### src/hw/rtl/char_lcd_4bit_sequencer_assert.svh
// Assertion macros used by the RTL that checks itself.
`ifndef CHAR_LCD_4BIT_SEQUENCER_ASSERT_SVH
`define CHAR_LCD_4BIT_SEQUENCER_ASSERT_SVH

// Same-cycle implication, sampled on clk_i, off while rst_ni is low.
`define CLCD_ASSERT_NOW(label, ante, cons) \
  label: assert property (@(posedge clk_i) disable iff (!rst_ni) (ante) |-> (cons)) \
    else $error("clcd assertion failed");

// Next-cycle implication, sampled on clk_i, off while rst_ni is low.
`define CLCD_ASSERT_NEXT(label, ante, cons) \
  label: assert property (@(posedge clk_i) disable iff (!rst_ni) (ante) |=> (cons)) \
    else $error("clcd assertion failed");

`endif

### src/hw/rtl/clcd_pkg.sv
`default_nettype none

package clcd_pkg;

  // Request codes on the op field
  localparam logic [2:0] OP_TICK   = 3'd0;
  localparam logic [2:0] OP_CMD    = 3'd1;
  localparam logic [2:0] OP_DATA   = 3'd2;
  localparam logic [2:0] OP_CURSOR = 3'd3;
  localparam logic [2:0] OP_INIT   = 3'd4;

  // Register indexes (byte address / 4)
  localparam logic [2:0] REG_ENABLE_WIDTH   = 3'd0;
  localparam logic [2:0] REG_NIBBLE_GAP     = 3'd1;
  localparam logic [2:0] REG_COMMAND_GAP    = 3'd2;
  localparam logic [2:0] REG_LONG_CMD_WAIT  = 3'd3;
  localparam logic [2:0] REG_POWERUP_WAIT   = 3'd4;
  localparam logic [2:0] REG_INIT_STEP_WAIT = 3'd5;

  localparam int unsigned AddrW = 5;
  localparam int unsigned WaitW = 17;

  localparam logic [7:0] LINE0_BASE = 8'h80;
  localparam logic [7:0] LINE1_BASE = 8'hC0;
  localparam logic [7:0] CMD_CLEAR  = 8'h01;
  localparam logic [7:0] CMD_HOME   = 8'h02;
  localparam logic [3:0] NIB_WAKE   = 4'h3;
  localparam logic [3:0] NIB_4BIT   = 4'h2;
  localparam logic [3:0] NIB_MASK   = 4'hF;

  typedef struct packed {
    logic [15:0]      enable_width;
    logic [15:0]      nibble_gap;
    logic [15:0]      command_gap;
    logic [WaitW-1:0] long_command_wait;
    logic [WaitW-1:0] powerup_wait;
    logic [WaitW-1:0] init_step_wait;
  } cfg_t;

  // A zero duration counts as one tick
  function automatic logic [WaitW-1:0] dur(input logic [WaitW-1:0] v);
    dur = (v == '0) ? WaitW'(1) : v;
  endfunction

  // Commands sent after the wake-up nibbles, init step 5 to 9
  function automatic logic [7:0] init_cmd(input logic [3:0] idx);
    case (idx)
      4'd5:    init_cmd = 8'h28;
      4'd6:    init_cmd = 8'h0C;
      4'd7:    init_cmd = 8'h06;
      4'd8:    init_cmd = CMD_CLEAR;
      4'd9:    init_cmd = LINE0_BASE;
      default: init_cmd = 8'h00;
    endcase
  endfunction

endpackage

`default_nettype wire

### src/hw/rtl/clcd_req_if.sv
`default_nettype none

interface clcd_req_if;
  logic       valid;
  logic       ready;
  logic [2:0] op;
  logic [7:0] value;
  logic [1:0] row;
  logic [5:0] col;

  modport source (output valid, op, value, row, col, input ready);
  modport sink (input valid, op, value, row, col, output ready);
endinterface

`default_nettype wire

### src/hw/rtl/clcd_pin_if.sv
`default_nettype none

interface clcd_pin_if;
  logic       valid;
  logic       ready;
  logic       rs;
  logic       en;
  logic [3:0] nibble;
  logic       busy_res;
  logic       rejected;

  modport source (output valid, rs, en, nibble, busy_res, rejected, input ready);
  modport sink (input valid, rs, en, nibble, busy_res, rejected, output ready);
endinterface

`default_nettype wire

### src/hw/rtl/char_lcd_4bit_sequencer.sv
// The result of an input transfer is registered in the output register.
// Throughput: one item per cycle; the sequencer state and the output register
// update in the same cycle, so a new item is taken whenever the output is free
// or being drained.
// Reset: sequencer idle, counters and pins cleared, timing registers at defaults.
`default_nettype none

module char_lcd_4bit_sequencer (
  input  wire logic                       clk_i,
  input  wire logic                       rst_ni,
  clcd_req_if.sink                        in_i,
  clcd_pin_if.source                      out_o,
  input  wire logic                       psel,
  input  wire logic                       penable,
  input  wire logic                       pwrite,
  input  wire logic [clcd_pkg::AddrW-1:0] paddr,
  input  wire logic [31:0]                pwdata,
  output logic      [31:0]                prdata,
  output logic                            pready
);

  localparam logic [2:0] PH_IDLE  = 3'd0;
  localparam logic [2:0] PH_PWRUP = 3'd1;
  localparam logic [2:0] PH_EN    = 3'd2;
  localparam logic [2:0] PH_NGAP  = 3'd3;
  localparam logic [2:0] PH_BGAP  = 3'd4;
  localparam logic [2:0] PH_IGAP  = 3'd5;

  localparam int unsigned WaitW = clcd_pkg::WaitW;

  clcd_pkg::cfg_t cfg;

  logic [2:0]       phase_q, phase_d;
  logic [WaitW-1:0] wait_q, wait_d;
  logic [7:0]       byte_q, byte_d;
  logic             rs_q, rs_d;
  logic [3:0]       idx_q, idx_d;
  logic             low_q, low_d;
  logic [5:0]       pins_q, pins_d;
  logic [5:0]       shown;
  logic             is_req;
  logic             rej;
  logic             acc;
  logic             out_valid_q;

  clcd_regs u_regs (
    .clk_i   (clk_i),
    .rst_ni  (rst_ni),
    .psel    (psel),
    .penable (penable),
    .pwrite  (pwrite),
    .paddr   (paddr),
    .pwdata  (pwdata),
    .prdata  (prdata),
    .pready  (pready),
    .cfg_o   (cfg)
  );

  assign acc    = in_i.valid && in_i.ready;
  assign is_req = (in_i.op == clcd_pkg::OP_CMD) || (in_i.op == clcd_pkg::OP_DATA) ||
                  (in_i.op == clcd_pkg::OP_CURSOR) || (in_i.op == clcd_pkg::OP_INIT);
  assign in_i.ready = !out_valid_q || out_o.ready;

  always_comb begin
    phase_d = phase_q;
    wait_d  = wait_q;
    byte_d  = byte_q;
    rs_d    = rs_q;
    idx_d   = idx_q;
    low_d   = low_q;
    pins_d  = pins_q;
    rej     = 1'b0;

    // Start a new sequence when idle (the request also counts as its first tick); a request while busy is rejected
    if (phase_q == PH_IDLE) begin
      if (is_req) begin
        idx_d = 4'd0;
        if (in_i.op == clcd_pkg::OP_INIT) begin
          pins_d  = {2'b00, pins_q[3:0]};
          phase_d = PH_PWRUP;
          wait_d  = clcd_pkg::dur(cfg.powerup_wait);
        end else begin
          case (in_i.op)
            clcd_pkg::OP_CMD: begin
              byte_d = in_i.value;
              rs_d   = 1'b0;
            end
            clcd_pkg::OP_DATA: begin
              byte_d = in_i.value;
              rs_d   = 1'b1;
            end
            default: begin
              byte_d = ((in_i.row == 2'd1) ? clcd_pkg::LINE1_BASE : clcd_pkg::LINE0_BASE)
                       + {2'b00, in_i.col};
              rs_d   = 1'b0;
            end
          endcase
          low_d   = 1'b0;
          pins_d  = {rs_d, 1'b1, byte_d[7:4]};
          phase_d = PH_EN;
          wait_d  = clcd_pkg::dur({1'b0, cfg.enable_width});
        end
      end
    end else if (is_req) begin
      rej = 1'b1;
    end

    shown = pins_d;

    if (phase_d != PH_IDLE) begin
      wait_d = wait_d - WaitW'(1);
      if (wait_d == '0) begin
        case (phase_d)
          PH_PWRUP: begin
            idx_d   = 4'd1;
            pins_d  = {2'b01, clcd_pkg::NIB_WAKE};
            phase_d = PH_EN;
            wait_d  = clcd_pkg::dur({1'b0, cfg.enable_width});
          end
          PH_EN: begin
            pins_d[4] = 1'b0;
            phase_d   = PH_NGAP;
            wait_d    = clcd_pkg::dur({1'b0, cfg.nibble_gap});
          end
          PH_NGAP: begin
            if (idx_d >= 4'd1 && idx_d <= 4'd4) begin
              phase_d = PH_IGAP;
              wait_d  = clcd_pkg::dur(cfg.init_step_wait);
            end else if (!low_d) begin
              low_d   = 1'b1;
              pins_d  = {rs_d, 1'b1, byte_d[3:0] & clcd_pkg::NIB_MASK};
              phase_d = PH_EN;
              wait_d  = clcd_pkg::dur({1'b0, cfg.enable_width});
            end else begin
              phase_d = PH_BGAP;
              // Clear and home need the long settle time
              if (!rs_d && (byte_d == clcd_pkg::CMD_CLEAR || byte_d == clcd_pkg::CMD_HOME)) begin
                wait_d = clcd_pkg::dur(cfg.long_command_wait);
              end else begin
                wait_d = clcd_pkg::dur({1'b0, cfg.command_gap});
              end
            end
          end
          PH_BGAP: begin
            if (idx_d != 4'd0) begin
              phase_d = PH_IGAP;
              wait_d  = clcd_pkg::dur(cfg.init_step_wait);
            end else begin
              phase_d = PH_IDLE;
              wait_d  = '0;
            end
          end
          PH_IGAP: begin
            idx_d = idx_d + 4'd1;
            if (idx_d >= 4'd1 && idx_d <= 4'd4) begin
              pins_d  = {2'b01, (idx_d < 4'd4) ? clcd_pkg::NIB_WAKE : clcd_pkg::NIB_4BIT};
              phase_d = PH_EN;
              wait_d  = clcd_pkg::dur({1'b0, cfg.enable_width});
            end else if (idx_d >= 4'd5 && idx_d <= 4'd9) begin
              byte_d  = clcd_pkg::init_cmd(idx_d);
              rs_d    = 1'b0;
              low_d   = 1'b0;
              pins_d  = {1'b0, 1'b1, byte_d[7:4]};
              phase_d = PH_EN;
              wait_d  = clcd_pkg::dur({1'b0, cfg.enable_width});
            end else begin
              idx_d   = 4'd0;
              phase_d = PH_IDLE;
              wait_d  = '0;
            end
          end
          default: begin
            phase_d = PH_IDLE;
            wait_d  = '0;
          end
        endcase
      end
    end
  end

  always_ff @(posedge clk_i or negedge rst_ni) begin
    if (!rst_ni) begin
      phase_q <= PH_IDLE;
      wait_q  <= '0;
      byte_q  <= '0;
      rs_q    <= 1'b0;
      idx_q   <= '0;
      low_q   <= 1'b0;
      pins_q  <= '0;
    end else if (acc) begin
      phase_q <= phase_d;
      wait_q  <= wait_d;
      byte_q  <= byte_d;
      rs_q    <= rs_d;
      idx_q   <= idx_d;
      low_q   <= low_d;
      pins_q  <= pins_d;
    end
  end

  // Output register: hold the result until the sink takes the transfer
  always_ff @(posedge clk_i or negedge rst_ni) begin
    if (!rst_ni) begin
      out_valid_q <= 1'b0;
    end else if (acc) begin
      out_valid_q <= 1'b1;
    end else if (out_o.ready) begin
      out_valid_q <= 1'b0;
    end
  end

  always_ff @(posedge clk_i) begin
    if (acc) begin
      out_o.rs       <= shown[5];
      out_o.en       <= shown[4];
      out_o.nibble   <= shown[3:0];
      out_o.busy_res <= (phase_d != PH_IDLE);
      out_o.rejected <= rej;
    end
  end

  assign out_o.valid = out_valid_q;

`include "char_lcd_4bit_sequencer_assert.svh"

  `CLCD_ASSERT_NEXT(a_reject_when_busy, acc && is_req && (phase_q != PH_IDLE), out_o.rejected)
  `CLCD_ASSERT_NOW(a_en_only_in_strobe, pins_q[4], phase_q == PH_EN)
  `CLCD_ASSERT_NOW(a_wait_live, phase_q != PH_IDLE, wait_q != '0)
  `CLCD_ASSERT_NOW(a_idle_no_wait, phase_q == PH_IDLE, wait_q == '0)

endmodule

`default_nettype wire

### src/hw/rtl/clcd_regs.sv
`default_nettype none

module clcd_regs (
  input  wire logic                       clk_i,
  input  wire logic                       rst_ni,
  input  wire logic                       psel,
  input  wire logic                       penable,
  input  wire logic                       pwrite,
  input  wire logic [clcd_pkg::AddrW-1:0] paddr,
  input  wire logic [31:0]                pwdata,
  output logic      [31:0]                prdata,
  output logic                            pready,
  output clcd_pkg::cfg_t                  cfg_o
);

  clcd_pkg::cfg_t cfg_q;
  logic           wr_en;
  logic [2:0]     reg_idx;

  assign pready  = 1'b1;
  assign wr_en   = psel && penable && pwrite;
  assign reg_idx = paddr[clcd_pkg::AddrW-1:2];

  always_ff @(posedge clk_i or negedge rst_ni) begin
    if (!rst_ni) begin
      cfg_q.enable_width      <= 16'd2;
      cfg_q.nibble_gap        <= 16'd100;
      cfg_q.command_gap       <= 16'd100;
      cfg_q.long_command_wait <= 17'd10000;
      cfg_q.powerup_wait      <= 17'd50000;
      cfg_q.init_step_wait    <= 17'd5000;
    end else if (wr_en) begin
      case (reg_idx)
        clcd_pkg::REG_ENABLE_WIDTH:   cfg_q.enable_width      <= pwdata[15:0];
        clcd_pkg::REG_NIBBLE_GAP:     cfg_q.nibble_gap        <= pwdata[15:0];
        clcd_pkg::REG_COMMAND_GAP:    cfg_q.command_gap       <= pwdata[15:0];
        clcd_pkg::REG_LONG_CMD_WAIT:  cfg_q.long_command_wait <= pwdata[16:0];
        clcd_pkg::REG_POWERUP_WAIT:   cfg_q.powerup_wait      <= pwdata[16:0];
        clcd_pkg::REG_INIT_STEP_WAIT: cfg_q.init_step_wait    <= pwdata[16:0];
        default: ;
      endcase
    end
  end

  always_comb begin
    case (reg_idx)
      clcd_pkg::REG_ENABLE_WIDTH:   prdata = {16'h0, cfg_q.enable_width};
      clcd_pkg::REG_NIBBLE_GAP:     prdata = {16'h0, cfg_q.nibble_gap};
      clcd_pkg::REG_COMMAND_GAP:    prdata = {16'h0, cfg_q.command_gap};
      clcd_pkg::REG_LONG_CMD_WAIT:  prdata = {15'h0, cfg_q.long_command_wait};
      clcd_pkg::REG_POWERUP_WAIT:   prdata = {15'h0, cfg_q.powerup_wait};
      clcd_pkg::REG_INIT_STEP_WAIT: prdata = {15'h0, cfg_q.init_step_wait};
      default:                      prdata = 32'h0;
    endcase
  end

  assign cfg_o = cfg_q;

endmodule

`default_nettype wire
### src/flat_wrapper.sv
// flat-port wrapper written by rule: the top's interface ports become plain ports
module char_lcd_4bit_sequencer_flat 
  (clk_i, rst_ni, psel, penable, pwrite, paddr, pwdata, prdata, pready, in_i_valid, in_i_op, in_i_value, in_i_row, in_i_col, in_i_ready, out_o_valid, out_o_rs, out_o_en, out_o_nibble, out_o_busy_res, out_o_rejected, out_o_ready);
  clcd_req_if in_i_i ();
  clcd_pin_if out_o_i ();
  input  wire logic clk_i;
  input  wire logic rst_ni;
  input  wire logic psel;
  input  wire logic penable;
  input  wire logic pwrite;
  input  wire logic [clcd_pkg::AddrW-1:0] paddr;
  input  wire logic [31:0] pwdata;
  output logic      [31:0] prdata;
  output logic pready;
  input wire logic [$bits(in_i_i.valid)-1:0] in_i_valid;
  input wire logic [$bits(in_i_i.op)-1:0] in_i_op;
  input wire logic [$bits(in_i_i.value)-1:0] in_i_value;
  input wire logic [$bits(in_i_i.row)-1:0] in_i_row;
  input wire logic [$bits(in_i_i.col)-1:0] in_i_col;
  output wire logic [$bits(in_i_i.ready)-1:0] in_i_ready;
  output wire logic [$bits(out_o_i.valid)-1:0] out_o_valid;
  output wire logic [$bits(out_o_i.rs)-1:0] out_o_rs;
  output wire logic [$bits(out_o_i.en)-1:0] out_o_en;
  output wire logic [$bits(out_o_i.nibble)-1:0] out_o_nibble;
  output wire logic [$bits(out_o_i.busy_res)-1:0] out_o_busy_res;
  output wire logic [$bits(out_o_i.rejected)-1:0] out_o_rejected;
  input wire logic [$bits(out_o_i.ready)-1:0] out_o_ready;
  assign in_i_i.valid = in_i_valid;
  assign in_i_i.op = in_i_op;
  assign in_i_i.value = in_i_value;
  assign in_i_i.row = in_i_row;
  assign in_i_i.col = in_i_col;
  assign in_i_ready = in_i_i.ready;
  assign out_o_valid = out_o_i.valid;
  assign out_o_rs = out_o_i.rs;
  assign out_o_en = out_o_i.en;
  assign out_o_nibble = out_o_i.nibble;
  assign out_o_busy_res = out_o_i.busy_res;
  assign out_o_rejected = out_o_i.rejected;
  assign out_o_i.ready = out_o_ready;
  char_lcd_4bit_sequencer u_core (.clk_i(clk_i), .rst_ni(rst_ni), .in_i(in_i_i), .out_o(out_o_i), .psel(psel), .penable(penable), .pwrite(pwrite), .paddr(paddr), .pwdata(pwdata), .prdata(prdata), .pready(pready));
endmodule
### config.mk
export PLATFORM = sky130hd
export DESIGN_NAME = char_lcd_4bit_sequencer_flat
export DESIGN_NICKNAME = d
export VERILOG_FILES = /design/src/hw/rtl/clcd_pkg.sv /design/src/hw/rtl/clcd_req_if.sv /design/src/hw/rtl/clcd_pin_if.sv /design/src/hw/rtl/char_lcd_4bit_sequencer.sv /design/src/hw/rtl/clcd_regs.sv /design/src/flat_wrapper.sv
export VERILOG_INCLUDE_DIRS = /design/src /design/src/hw/rtl
export SDC_FILE = /design/constraint.sdc
export NUM_CORES = 1
export LEC_CHECK = 0
export BUFFER_PORTS_ARGS = -buffer_cell sky130_fd_sc_hd__buf_2
export CORE_ASPECT_RATIO = 0.75
export CORE_MARGIN = 2
export CORE_UTILIZATION = 45
export DETAILED_ROUTE_END_ITERATION = 10
export SLEW_MARGIN = 25
export SYNTH_ARGS = -nofsm -noshare
export SYNTH_HDL_FRONTEND = slang
export SYNTH_SLANG_ARGS = --single-unit
### constraint.sdc
create_clock -name clk_i -period 10.3 [get_ports clk_i]
set_input_delay 2.06 -clock clk_i [delete_from_list [all_inputs] [get_ports clk_i]]
set_output_delay 2.06 -clock clk_i [all_outputs]
set_load 0.02 [all_outputs]
==> out/qor.txt <==
Dominant cell type by area after synthesis = dfrtp_1
Yosys top cell area share = 29.82%
Post-route setup slack = 3482 ps
Met2 usage = 37.39%
# DRC = 0
First-pass GRT wire length = 48950 um
Hold_sp = u_core.rs_q
Clock share of power = 24.1%
Vias = 8896
Post-route setup TNS = 0 ps
Worst R2R Start = u_core.phase_q[1]
Total wire length = 31160 um
Post-synth top flop = dfrtp_1
Clock skew = 11.48 ps
Hold path depth = 2
Rows = 46
Antenna Nets Post-Route = 0
Combinational power share = 39.1%
Die H = 131.9 um
Hold path endpoint = u_core.rs_q
Post-Synthesis Cell Area = 9817 um2
Synth Register Bits = 148
# diodes = 0
CTS tree = done
Synth warn = 0
CTS Root Cell = clkbuf_16
Filler cells = 2027
Final core utilization = 51.52%
Vias in the first global route = 8268
Met1 usage in global routing = 41.97%
Hold buffer count at cts = 0
Sequential share of the synthesized area = 38.43%
Net switching power = 1.008 mW
Net Sw Frac = 40.53%
Via/cell ratio = 6.456
Register Area = 3772 um2
Htree depth = 4
First-pass DRT Iterations = 8
Total overflow reported by the global router = 0
Hold Crit Class = reg -> reg
Setup WS pre-CTS = 3339 ps
Largest family of logic cells by synthesized area = compound AO/OA/AOI/OAI gates
Detailed Place HPWL = 21710 um
Worst rel slew slack = 41.88%
Area growth from synthesis to final layout = 11.76%
Synth Area in XOR/XNOR = 1.236%
Worst hold slack = 485.7 ps
Postcts setup bufs = 0
Area of the multi-input gates = 5588 um2
CP max FO = 41
Post-Synthesis Cells = 1031
Max Freq = 146.7 MHz
Layout cell share with drive strength beyond 1 = 27.16%
Post-DR wirelength/cell = 22.61 um
Internal reg-to-reg setup slack = 4980 ps
CP Class = in -> reg
Syn Area/Cell = 9.522 um2
Worst-case clock buffer depth = 2
Max cap viols = 0
Critical Path AT = 7130 ps
Synth Area in Compound Gates = 22.46%
Nets = 1149
Die area = 23020 um2
Final hold vios = 0
Adder-cell share of the synthesized area = 1.020%
Largest net degree at the start of global routing = 83
R2R cell count = 14
Met3 usage = 7.872%
Global route hottest layer = met1
Post-synth cell types = 84
Mux share of post-synthesis cell area = 14.03%
EDFF count, synth = 8
Simple-gate area share of the yosys netlist = 16.95%
Global-route usage over all layers = 27.23%
P_leak = 4.376 nW
RSZ-0062 raised after global routing = no
Fraction of registers with async set/reset = 94.59%
Total clock sinks = 148
Post-CTS sizing = 0
Clock Latency Late Sink = 440 ps
Critical Path End Type = register
Share of power burned in registers = 36.8%
VDD IR-drop max = 0.1353 mV
CORE AREA = 21300 um2
Final Cell Area = 10970 um2
DRT iter0 DRCs = 1097
Fin crit share = 66.20%
Largest cells by area after synthesis = dfrtp_1 30%, mux2_2 12%, dfstp_2 6.2%
Slew Viols, Final = 0
Initial antenna violation count = 1
Routability Congestion = 0.9169
Ports = 106
Slew @ Worst Pin = 863.8 ps
PD cells = 226.6 nW/um2
Post-DP Area = 10410 um2
Int Pwr = 1.478 mW
Post-route minimum period = 6818 ps
R2r endpoint = u_core.pins_q[2]
Most common cell in the netlist = dfrtp_1
Worst Setup Start Kind = input port
Chip width = 174.6 um
Outcome = finished clean
Worst EP required = 10620 ps
CTS buffer count = 17
Count of final setup violators = 0
Initial Util = 46.10%
Worst-path clk slew = 60 ps
Port Buffer Count = 72
Top post-synthesis cells by count = 117 x dfrtp_1, 101 x mux2_2, 73 x nand2_1
==> layout make-up <==
cell class                      count  area share [%]
Sequential cell                   148           34.38
Timing Repair Buffer              103           5.462
Clock inverter                      8          0.6956
Tap cell                          288           3.284
Clock buffer                       23           4.356
Multi-Input combinational cell    782           50.93
Inverter                           26          0.8895
==> through the flow <==
step,power (mW),std cells
after floorplan,1.561,1045
after global placement,1.848,1347
after detailed placement,1.861,1347
after CTS,2.470,1378
after global routing,2.629,1378
final,2.486,1378
==> sequential cells by signal, summed over array words and instances, names as in the netlist <==
register               flops
u_core.idx_q               4
u_core.out_o.valid         1
u_core.rs_q                1
u_core.wait_q             17
u_core.out_o.nibble        4
u_core.out_o.en            1
u_core.phase_q             3
u_core.out_o.busy_res      1
u_core.u_regs.cfg_o       99
u_core.pins_q              6
u_core.low_q               1
u_core.byte_q              8
u_core.out_o.rs            1
u_core.out_o.rejected      1
==> cell usage in the layout, fill, tap and decap left out, types with 31 or more instances in the layout <==
cell type  Yosys  routed
buf_2         20      71
mux2_2       101     101
a22oi_1       63      63
buf_4         20      31
a21oi_1       50      50
nand2_1       73      73
o21ai_0       65      65
nand3_1       38      38
dfrtp_1      117     117
nor2_1        42      42
nor4_1        34      31
==> worst max-delay path: stages <==
cell       delay [ps]
buf_2             350
buf_4             430
or4b_2            190
o311ai_0          130
a211o_1           340
inv_1             140
ha_1              300
inv_1             130
a2111oi_0         490
nand4_1           280
nor4_2            300
xor2_1            360
o221a_2           330
nand4_4           400
o31a_1            540
a221o_1           320
==> per-layer routing <==
layer	share of wire, %	wire length (um)
met5	0	0
met3	9.2	2853
met2	41	12860
met4	1.1	341
met1	48	15110
==> power by group through the flow <==
stage / logic [mW] / registers [mW] / clock network (mW)
detailed placement: 0.947 / 0.913 / 0
global route: 1.06 / 0.934 / 0.634
finish: 0.972 / 0.914 / 0.600
CTS: 0.953 / 0.906 / 0.610
floorplan: 0.696 / 0.865 / 0
global placement: 0.936 / 0.912 / 0
==> cells by family (layout without fill, tap and decap cells) <==
| kind of cell | after synthesis | in the layout |
|---|---|---|
| simple gates | 302 | 302 |
| compound gates | 318 | 318 |
| flops | 148 | 148 |
| other cells | 2 | 16 |
| mux | 125 | 125 |
| fa+ha+maj | 8 | 8 |
| xor+xnor | 13 | 13 |
| buf+inv | 115 | 160 |
==> worst max-delay path by stage <==
stage	from	to	slack, ps	depth (start not counted)
finish	in_i_op[2]	u_core.pins_q[2]	3480	16
global route	in_i_op[0]	u_core.pins_q[2]	3390	18
CTS	in_i_op[1]	u_core.pins_q[1]	3770	17
detailed placement	in_i_op[0]	u_core.pins_q[0]	3340	17
global placement	in_i_op[0]	u_core.pins_q[1]	3420	17
floorplan	in_i_op[2]	u_core.pins_q[1]	4450	19
(Power assumes the default switching activity.)
